### config.mk
export PLATFORM = sky130hd
export DESIGN_NAME = utf8_bmp_stream_decoder
export DESIGN_NICKNAME = d
export VERILOG_FILES = /design/src/u8bmp_pkg.sv /design/src/utf8_bmp_stream_decoder.sv /design/src/u8bmp_step.sv
export SDC_FILE = /design/constraint.sdc
export NUM_CORES = 1
export LEC_CHECK = 0
export BUFFER_PORTS_ARGS = -buffer_cell sky130_fd_sc_hd__buf_2
export CAP_MARGIN = 20
export CORE_UTILIZATION = 45
export DETAILED_ROUTE_END_ITERATION = 10
export GPL_TIMING_DRIVEN = 1
export PLACE_DENSITY = 0.64
export SLEW_MARGIN = 20
export SYNTH_ARGS = -nofsm -noshare
export SYNTH_HDL_FRONTEND = slang
export SYNTH_SLANG_ARGS = --single-unit
### constraint.sdc
create_clock -name aclk -period 2.6 [get_ports aclk]
set_input_delay 0.52 -clock aclk [delete_from_list [all_inputs] [get_ports aclk]]
set_output_delay 0.52 -clock aclk [all_outputs]
set_load 0.005 [all_outputs]
### src/u8bmp_pkg.sv
package u8bmp_pkg;

    localparam int ByteW = 8;
    localparam int CodeW = 16;
    localparam int PartW = 10;

    localparam logic [ByteW-1:0] AsciiLimit  = 8'h80;
    localparam logic [ByteW-1:0] Lead2Low    = 8'hc2;
    localparam logic [ByteW-1:0] Lead3Low    = 8'he0;
    localparam logic [ByteW-1:0] Lead4Low    = 8'hf0;
    localparam logic [ByteW-1:0] ContLow     = 8'h80;
    localparam logic [ByteW-1:0] ContHigh    = 8'hbf;
    localparam logic [ByteW-1:0] E0SecondLow = 8'ha0;

    // decoder phase, one-hot
    typedef enum logic [3:0] {
        PH_IDLE         = 4'b0001,
        PH_TWO_LAST     = 4'b0010,
        PH_THREE_SECOND = 4'b0100,
        PH_THREE_LAST   = 4'b1000
    } phase_t;

    typedef struct packed {
        phase_t             phase;
        logic [PartW-1:0]   partial;
        logic               lead_e0;
    } dec_state_t;

    typedef struct packed {
        dec_state_t         state;
        logic               emit;
        logic [CodeW-1:0]   code_point;
    } dec_step_t;

endpackage

### src/utf8_bmp_stream_decoder.sv
// UTF-8 to 16-bit code point decoder (Basic Multilingual Plane).
// Input channel s_*: one raw byte per beat on s_tdata[7:0].
// Output channel m_*: one code point per beat on m_tdata[15:0].
// A byte may produce no beat (stray or unsupported bytes, first bytes of
// a multi-byte sequence) or exactly one beat; 0 marks end of string.
// A code point appears on m_* in the cycle after its last byte is
// accepted. Throughput: one byte per cycle unless m_* stalls; state_reg
// and the output register are stored; next state is one short decode.
// A bad continuation byte drops the open sequence and is decoded again as
// a fresh start in the same cycle, so errors do not slow the input.
// Reset (aresetn low, synchronous) closes any open sequence and empties
// the output register.
// Stall: when m_tready is low with a beat pending, s_tready follows low;
// a byte is still taken in the cycle the pending beat drains.
module utf8_bmp_stream_decoder (
    input  logic                          aclk,
    input  logic                          aresetn,
    input  logic                          s_tvalid,
    output logic                          s_tready,
    input  logic [u8bmp_pkg::ByteW-1:0]   s_tdata,   // [7:0] byte_in
    output logic                          m_tvalid,
    input  logic                          m_tready,
    output logic [u8bmp_pkg::CodeW-1:0]   m_tdata    // [15:0] code_point
);

    u8bmp_pkg::dec_state_t            state_reg, state_next;
    u8bmp_pkg::dec_step_t             step;
    logic                             out_valid_reg, out_valid_next;
    logic [u8bmp_pkg::CodeW-1:0]      out_data_reg, out_data_next;
    logic                             s_beat;

    // decode of the incoming byte against the current sequence state
    u8bmp_step u_step (
        .byte_in (s_tdata),
        .cur     (state_reg),
        .step    (step)
    );

    // take a byte whenever the output register is empty or draining
    assign s_tready = !out_valid_reg || m_tready;
    assign s_beat   = s_tvalid && s_tready;

    always_comb begin
        state_next     = state_reg;
        out_valid_next = out_valid_reg;
        out_data_next  = out_data_reg;
        if (m_tready) begin
            out_valid_next = 1'b0;
        end
        if (s_beat) begin
            state_next     = step.state;
            out_valid_next = step.emit;
            out_data_next  = step.code_point;
        end
    end

    always_ff @(posedge aclk) begin
        if (!aresetn) begin
            state_reg.phase   <= u8bmp_pkg::PH_IDLE;
            state_reg.partial <= '0;
            state_reg.lead_e0 <= 1'b0;
            out_valid_reg     <= 1'b0;
        end else begin
            state_reg     <= state_next;
            out_valid_reg <= out_valid_next;
        end
    end

    // payload needs no reset
    always_ff @(posedge aclk) begin
        out_data_reg <= out_data_next;
    end

    assign m_tvalid = out_valid_reg;
    assign m_tdata  = out_data_reg;

endmodule

### src/u8bmp_step.sv
module u8bmp_step (
    input  logic [u8bmp_pkg::ByteW-1:0] byte_in,
    input  u8bmp_pkg::dec_state_t       cur,
    output u8bmp_pkg::dec_step_t        step
);

    u8bmp_pkg::dec_step_t start;
    logic                 is_cont;
    logic                 second_ok;

    assign is_cont   = (byte_in >= u8bmp_pkg::ContLow) && (byte_in <= u8bmp_pkg::ContHigh);
    // after an E0 lead the second byte must be A0..BF (no overlong forms)
    assign second_ok = (byte_in <= u8bmp_pkg::ContHigh) &&
                       ((byte_in >= u8bmp_pkg::E0SecondLow) ||
                        ((byte_in >= u8bmp_pkg::ContLow) && !cur.lead_e0));

    // byte handled with no sequence open
    always_comb begin
        start.state.phase   = u8bmp_pkg::PH_IDLE;
        start.state.partial = cur.partial;
        start.state.lead_e0 = cur.lead_e0;
        start.emit          = 1'b0;
        start.code_point    = {{(u8bmp_pkg::CodeW-u8bmp_pkg::ByteW){1'b0}}, byte_in};
        if (byte_in < u8bmp_pkg::AsciiLimit) begin
            start.emit = 1'b1;
        end else if (byte_in < u8bmp_pkg::Lead2Low) begin
            start.emit = 1'b0;
        end else if (byte_in < u8bmp_pkg::Lead3Low) begin
            start.state.partial = {5'b0, byte_in[4:0]};
            start.state.phase   = u8bmp_pkg::PH_TWO_LAST;
        end else if (byte_in < u8bmp_pkg::Lead4Low) begin
            start.state.partial = {6'b0, byte_in[3:0]};
            start.state.lead_e0 = (byte_in == u8bmp_pkg::Lead3Low);
            start.state.phase   = u8bmp_pkg::PH_THREE_SECOND;
        end
    end

    always_comb begin
        step = start;
        case (cur.phase)
            u8bmp_pkg::PH_TWO_LAST: begin
                if (is_cont) begin
                    step.state      = cur;
                    step.state.phase = u8bmp_pkg::PH_IDLE;
                    step.emit       = 1'b1;
                    step.code_point = {5'b0, cur.partial[4:0], byte_in[5:0]};
                end
            end
            u8bmp_pkg::PH_THREE_SECOND: begin
                if (second_ok) begin
                    step.state         = cur;
                    step.state.phase   = u8bmp_pkg::PH_THREE_LAST;
                    step.state.partial = {cur.partial[3:0], byte_in[5:0]};
                    step.emit          = 1'b0;
                end
            end
            u8bmp_pkg::PH_THREE_LAST: begin
                if (is_cont) begin
                    step.state       = cur;
                    step.state.phase = u8bmp_pkg::PH_IDLE;
                    step.emit        = 1'b1;
                    step.code_point  = {cur.partial, byte_in[5:0]};
                end
            end
            default: begin
                step = start;
            end
        endcase
    end

endmodule

Word level (Yosys, flattened, before mapping)

Index checks and enable logic that the tools add are counted.

Magnitude comparators: 7
Multiplexer cells: 13
Equality and inequality tests: 7
Reduce and logical (&&, ||, !) cells: 11

Operators by type and width:

| cell               | count |
|---|---|
| $mux 32            | 2 |
| $pmux 16 s3        | 1 |
| $lt 8x8->1 const B | 4 |
| $pmux 16 s2        | 1 |
| $mux 15            | 2 |
| $mux 14            | 2 |
| $ge 8x8->1 const B | 2 |
| $mux 16            | 1 |
| $eq 8x8->1 const B | 1 |
| $le 8x8->1 const B | 1 |
| $ne 2x2->1 const B | 3 |
| $eq 4x2->1 const B | 1 |
| $eq 4x3->1 const B | 1 |
| $eq 4x4->1 const B | 1 |
| $logic_and 1x1->1  | 4 |
| $mux 1             | 4 |
| $reduce_and 4->1   | 1 |
| $reduce_and 3->1   | 1 |
| $logic_not 1->1    | 2 |
| $logic_or 1x1->1   | 2 |
| $reduce_bool 2->1  | 1 |

Output and inout bits: 18
Word-level logic and storage cells: 43
Input bits: 12
Register bits: 32

Longest topological paths before layout

Gate-level depths: netlist of the first run.

Depth after elaboration: 8
Mapped depth: 6
Depth with buffers taken out: 5

Cells and area by module

A second synthesis of the first run with hierarchy kept.

Cells, all modules: 148
Area total of the unflattened synthesis: 1569.0 µm²

By module, submodules not included:

| module                  | instances | cells each | area an instance (µm²) | sequential area each (µm²) |
|---|---|---|---|---|
| utf8_bmp_stream_decoder | 1         | 86         | 1138.6                 | 800.8 |
| u8bmp_step              | 1         | 62         | 430.4                  | 0.0 |

Least setup slack after synthesis of the first run

OpenSTA, ideal clock, no wires.

Kind: input -> register
From: in m_tready
To: reg state_reg[7] in the netlist's numbering
Path slack: 0.787 ns
Arrival time: 1.722 ns
Path buffers: 1
Cell stages on the path: 6
Cell sequence: nand2b_1 -> nand2_1 -> inv_1 -> buf_2 -> nand3_1 -> a311oi_1

Cells in the longest elaborated chain, start to end: 3

Ends and longest elaborated chain:

| element                           | line                          | RTL |
|---|---|---|
| start: declaration                | utf8_bmp_stream_decoder.sv:22 | `input logic m_tready,` |
| $logic_or 1x1->1                  | utf8_bmp_stream_decoder.sv:40 | `assign s_tready = !out_valid_reg \|\| m_tready;` |
| $logic_and 1x1->1                 | utf8_bmp_stream_decoder.sv:41 | `assign s_beat = s_tvalid && s_tready;` |
| net s_beat                        | utf8_bmp_stream_decoder.sv:30 | `logic s_beat;` |
| $reduce_and 3->1 (no source line) | --                            |  |
| end signal: assignment            | utf8_bmp_stream_decoder.sv:64 | `state_reg <= state_next;` |
| end: declaration                  | utf8_bmp_stream_decoder.sv:26 | `u8bmp_pkg::dec_state_t state_reg, state_next;` |

The timed path passes the listed nets, and every way through them passes these cells.
A chain may end at the register's enable or synchronous reset.

Worst setup path in the final report of the first run

From: reg state_reg[11] in the netlist's numbering
To: reg state_reg[1] in the netlist's numbering

Cells in the longest elaborated chain, start to end: 3

Ends and longest elaborated chain:

| element                                         | line             | RTL |
|---|---|---|
| $eq 4x4->1 / $eq 4x2->1 (equally long branches) | u8bmp_step.sv:40 | `case (cur.phase)` |
| $ne 2x2->1 (no source line)                     | --               |  |
| $reduce_and 3->1 (no source line)               | --               |  |

Parallel ways exist; a longest one is shown, timed or not.

==> impl_metrics.ini, run 1 <==
[placed_design]
dpl.hpwl_mm = 2.370
gp_congestion = 0.8561
dpl_cell_area_sq_um = 1704
dp.cells = 207
pre_cts_ws_ps = 476.7
port_buffers = 29

[worst_setup_path]
startpoint_type = flip-flop
timing.rr.start = state_reg[11]
path_cells = or4b_4 > o211ai_2 > or4_1 > nand4_1
r2r_cells = 4
cpMaxStageDelayCell = or4b_4
crit_family = simple AND/OR/NAND/NOR gates
reg2reg_slack_ps = 730
cp_max_fo = 14
cp.required_ps = 2830
crit_path_end_kind = flip-flop
worstSetupPathType = flip-flop to flip-flop
reg2reg_to = state_reg[1]
max_stage_delay_ps = 570
critPathArrivalTime_ps = 2100
cp_num_buf_inv = 0

[grt]
grt_max_degree = 19
antenna_found_initial = 0
grt_usage_pct = 20.43
grt_pass1_vias = 1081
grt_pass1_wl_mm = 5.285
grt_overflow_total = 0

[sta]
clock_skew_ps = 8.792
worst_slew_pin_slew_ps = 623.5
fmax_mhz = 534.7
setup_ws_ps = 729.7
rsz0062_at_grt = false
fin_crit_sh_pct = 71.94
tns_ps = 0
timing.final.crit_period_ps = 1870
holdWs_ps = 395.2
slew_viol_final = 0
maxSlewHeadroom_pct = 58.39
setup_violations = 0
final-hold-violation-count = 0

[detailed_routing]
drt_first_iter_violations = 45
first_pass_iters = 4
vias = 1250
ant_nets = 0
drt_wl_total_mm = 3.304
wl_per_cell_microns = 15.37
drc = 0
via_per_inst = 5.814

[cells_and_area]
nNetsFinal = 182
design_area_sq_um = 1784
layout-drive-gt1-share_pct = 30.41
fin_util_pct = 57.04
largest_reg_flops = 16
antennaDiodeCount = 0
layout.cells.non_filler = 215
nFillCells = 271
area_growth_syn_to_layout_pct = 16.98

[clocking]
clkLatencyLatePin_ps = 350
cts_tree = yes
root_buffer = clkbuf_4
cts_post_setup_buffers_inserted = 0
cts.sinks = 32
cts_resized = 0
clk_pin_slew_worst_paths_ps = 100
hold_buffers = 0
cts_inserted_buffers = 5
clock_path_buffers = 2
cts_htree_levels = 2

[logic_synthesis]
yosys.area_share.simple_pct = 24.86
synth_ff_type = edfxtp_1
ys_types = 46
ys_ff_latch = 32
synth_fa_ha_area_share_pct = 0
synth_edf_count = 16
yosysWarnings = 0
syn_avg_cell_area_sq_um = 11.05
synth_top_family_by_area = simple AND/OR/NAND/NOR gates
synthTopCellsByArea = edfxtp_1 32%, dfxtp_1 21%, nand3_1 3.3%
synth_area_sq_um = 1525
synth_top_area_cell = edfxtp_1
async_flop_share_pct = 0
synth_xor_xnor_area_share_pct = 1.148
synthTopCellsByCount = 16 x dfxtp_1, 16 x edfxtp_1, 13 x nand2_1
syn-instance-count = 138
syn_nets = 150
synth_top_area_share_pct = 31.50
muxShareOfSynthArea_pct = 0.6563
seq_area_frac_synth_pct = 52.50
synth_compound_area_share_pct = 17.72

[worst_hold_path]
hold_end = m_tdata[0]
min_path_type = input pin to flip-flop
holdPathStages = 1
holdCritStartpoint = s_tdata[0]

[status]
status = completed

[job]
max_cap_violations = 0

[die]
die-area_sq_um = 3626
die_w_microns = 60.22
std_cell_rows = 20
die_height_microns = 60.22
core_area_sq_um = 3128
ios = 30
initial_core_util_pct = 48.76

[pwr]
peakVddDrop_mv = 0.2914
power_mw = 1.040
power_per_cell_area_nw_per_um2 = 583.0
power_leakage_nw = 0.6641
## report_power, final
group | leakage (nW) | internal (mW) | switching (mW) | total, mW
Clock | 0.0412 | 0.200 | 0.182 | 0.382
Combinational | 0.334 | 0.0360 | 0.0605 | 0.0965
Sequential | 0.289 | 0.549 | 0.0124 | 0.562
Total | 0.664 | 0.786 | 0.254 | 1.04
## placed cells by master (no fill, tap or decap), types with 2 or more instances in the layout
| cell type | synthesis | routed |
|---|---|---|
| buf_4 | 1 | 2 |
| buf_2 | 2 | 29 |
| a31oi_1 | 6 | 6 |
| inv_1 | 3 | 3 |
| and3b_2 | 2 | 2 |
| clkbuf_4 | 0 | 5 |
| and2_1 | 7 | 7 |
| nand4_1 | 5 | 5 |
| or3_1 | 4 | 4 |
| a21oi_1 | 4 | 4 |
| edfxtp_1 | 16 | 16 |
| nand2b_1 | 2 | 2 |
| nor2_1 | 2 | 2 |
| a311oi_1 | 3 | 3 |
| nand3_1 | 10 | 10 |
| and3_1 | 5 | 5 |
| dfxtp_1 | 16 | 16 |
| or4_1 | 5 | 5 |
| o2111ai_1 | 4 | 4 |
| nand2_1 | 13 | 13 |
## layout make-up
type                       instances  area (sq um)  area share (%)
clock buffer                       5         37.54           2.104
clock inverter                     3         42.54           2.384
inverter                           3         11.26          0.6311
multi-input combinational         97         676.9           37.94
sequential                        32         800.8           44.88
tap                               44         55.05           3.086
timing repair buffer              31         160.2           8.976
## per-layer routing
layer,track usage (%),part of all wire (%),vias to the layer above,wire (microns)
met5,0,0,-,0
met1,25.14,44,597,1465
met4,7.973,1.5,0,50
met2,32.97,50,33,1648
li1,-,-,614,-
met3,6.494,4.2,6,140
## worst max-delay path by stage
stage          depth (start not counted)  slack [ps]          start            to
2_1_floorplan                          6         790       m_tready  state_reg[7]
5_1_grt                                4         600  state_reg[11]  state_reg[1]
6_report                               4         730  state_reg[11]  state_reg[1]
4_1_cts                                4         740  state_reg[11]  state_reg[3]
3_3_place_gp                           5         570     s_tdata[4]  state_reg[9]
3_5_place_dp                           5         480     s_tdata[6]  state_reg[1]
## logic make-up (layout without fill, tap and decap cells)
family	Yosys count	in the layout
simple gates	62	62
compound gates	32	32
flops	32	32
buf+inv	9	42
xor+xnor	2	2
mux	1	1
No activity file was read; power rests on OpenSTA's default activity.
==> run 2: changes to the inputs <==
Settings changed: PLACE_DENSITY 0.64 to 0.67.
Clock period 2.6 ns to 1.6 ns, I/O delays scaled along.
==> impl_metrics.ini, run 2 (same netlist as run 1, synthesis figures left out) <==
[die]
die-area_sq_um = 3626
ios = 30
std_cell_rows = 20
initial_core_util_pct = 48.76
die_w_microns = 60.22
die_height_microns = 60.22
core_area_sq_um = 3128

[detailed_routing]
via_per_inst = 5.690
vias = 1360
drt_first_iter_violations = 42
first_pass_iters = 4
wl_per_cell_microns = 15.89
ant_nets = 0
drt_wl_total_mm = 3.798
drc = 0

[cells_and_area]
nFillCells = 262
area_growth_syn_to_layout_pct = 34.86
nNetsFinal = 206
antennaDiodeCount = 0
fin_util_pct = 65.76
largest_reg_flops = 16
layout.cells.non_filler = 239
layout-drive-gt1-share_pct = 44.10
layout_common_cells = 29 x buf_2, 22 x buf_4, 16 x edfxtp_1
final_common_cell = buf_2

[worst_hold_path]
min_path_type = input pin to flip-flop

[clocking]
cts_inserted_buffers = 5
clock_path_buffers = 2
cts_tree = yes
clk_pin_slew_worst_paths_ps = 100
cts_htree_levels = 2
clkLatencyLatePin_ps = 330
cts.sinks = 32
root_buffer = clkbuf_4

[sta]
fin_crit_sh_pct = 101.2
setup_ws_ps = -19.27
maxSlewHeadroom_pct = 70.46
setup_violations = 1
slew_viol_final = 0
clock_skew_ps = 6.482
worst_slew_pin_slew_ps = 442.7
fmax_mhz = 617.6
rsz0062_at_grt = true
final-hold-violation-count = 0
timing.final.crit_period_ps = 1619

[grt]
grt_pass1_vias = 1267
grt_pass1_wl_mm = 5.927
antenna_found_initial = 0
grt_overflow_total = 0
grt_usage_pct = 23.10
grt_max_degree = 30

[worst_setup_path]
cp_max_fo = 5
critPathArrivalTime_ps = 1830
crit_path_end_kind = flip-flop
startpoint_type = flip-flop
worstSetupPathType = flip-flop to flip-flop
cp.required_ps = 1810

[job]
max_cap_violations = 0

[pwr]
power_per_cell_area_nw_per_um2 = 765.8
p_sw_mw = 0.4231
p_comb_share_pct = 13.7
p_seq_share_pct = 57.9
p_clk_share_pct = 28.4
power_leakage_nw = 0.8053
switching_share_pct = 26.86
peakVddDrop_mv = 0.4993
internal_power_mw = 1.152

[placed_design]
dp.cells = 229
port_buffers = 29
gp_congestion = 0.8351
dpl.hpwl_mm = 2.728
pre_cts_ws_ps = -181.5

[status]
violations = setup timing
status = complete, but fails checks
run 2: worst max-delay path: stages (launching register included):
cell and delay, ps:
dfxtp_2 350, or4b_4 560, o211a_1 320, o311ai_0 140, a31oi_1 130
run 2: metal layers:
layer	GRT usage, %	vias up	share of wire (%)
met5	0	-	0
li1	-	659	-
met3	6.710	7	4.4
met4	10.30	0	1.8
met2	38.15	40	51
met1	27.52	654	43
run 2: layout make-up:
type                    instances  area, sq um  area share (%)
clock buffers                   5        37.54           1.825
clock inverters                 3        13.76          0.6691
well taps                      44        55.05           2.676
multi-input cells              97        759.5           36.92
inverters                       3        11.26          0.5474
repair buffers                 55        372.9           18.13
flip-flops and latches         32        807.0           39.23
run 2: worst paths after layout:
| kind | from | endpoint | slack, ps | cells past startpoint |
|---|---|---|---|---|
| hold / removal | s_tdata[0] | m_tdata[0] | 190 | 1 |
| setup reg to reg | state_reg[11] | state_reg[5] | -20 | 4 |
| setup / recovery | state_reg[11] | state_reg[5] | -20 | 4 |
| hold reg to reg | state_reg[0] | state_reg[0] | 530 | 2 |
run 2: repair_timing:
item                                    CTS  global route
endpoints found under the setup margin   10            14
hold buffers                              0             0
gates resized for setup                   9             9
pin swaps                                 1             4
buffers inserted                          2             0
run 2: metrics by stage:
| stage | power, mW | hold WS, ps | TNS (ps) | area [sq um] |
|---|---|---|---|---|
| after global routing | 1.639 | 183.7 | -417.2 | 2057 |
| after global placement | 1.123 | 483.3 | -686.3 | 1903 |
| after detailed placement | 1.129 | 484.5 | -1045 | 1903 |
| after floorplan | 1.021 | 418.9 | 0 | 1540 |
| final | 1.575 | 188.1 | -19.27 | 2057 |
| after CTS | 1.575 | 179.1 | 0 | 2006 |
run 2: power groups by stage:
stage | Combinational, mW | Sequential, mW | Clock (mW)
after floorplan | 0.0908 | 0.930 | 0
after global placement | 0.194 | 0.929 | 0
after detailed placement | 0.199 | 0.930 | 0
after CTS | 0.210 | 0.912 | 0.453
after global routing | 0.233 | 0.917 | 0.489
final | 0.216 | 0.912 | 0.447
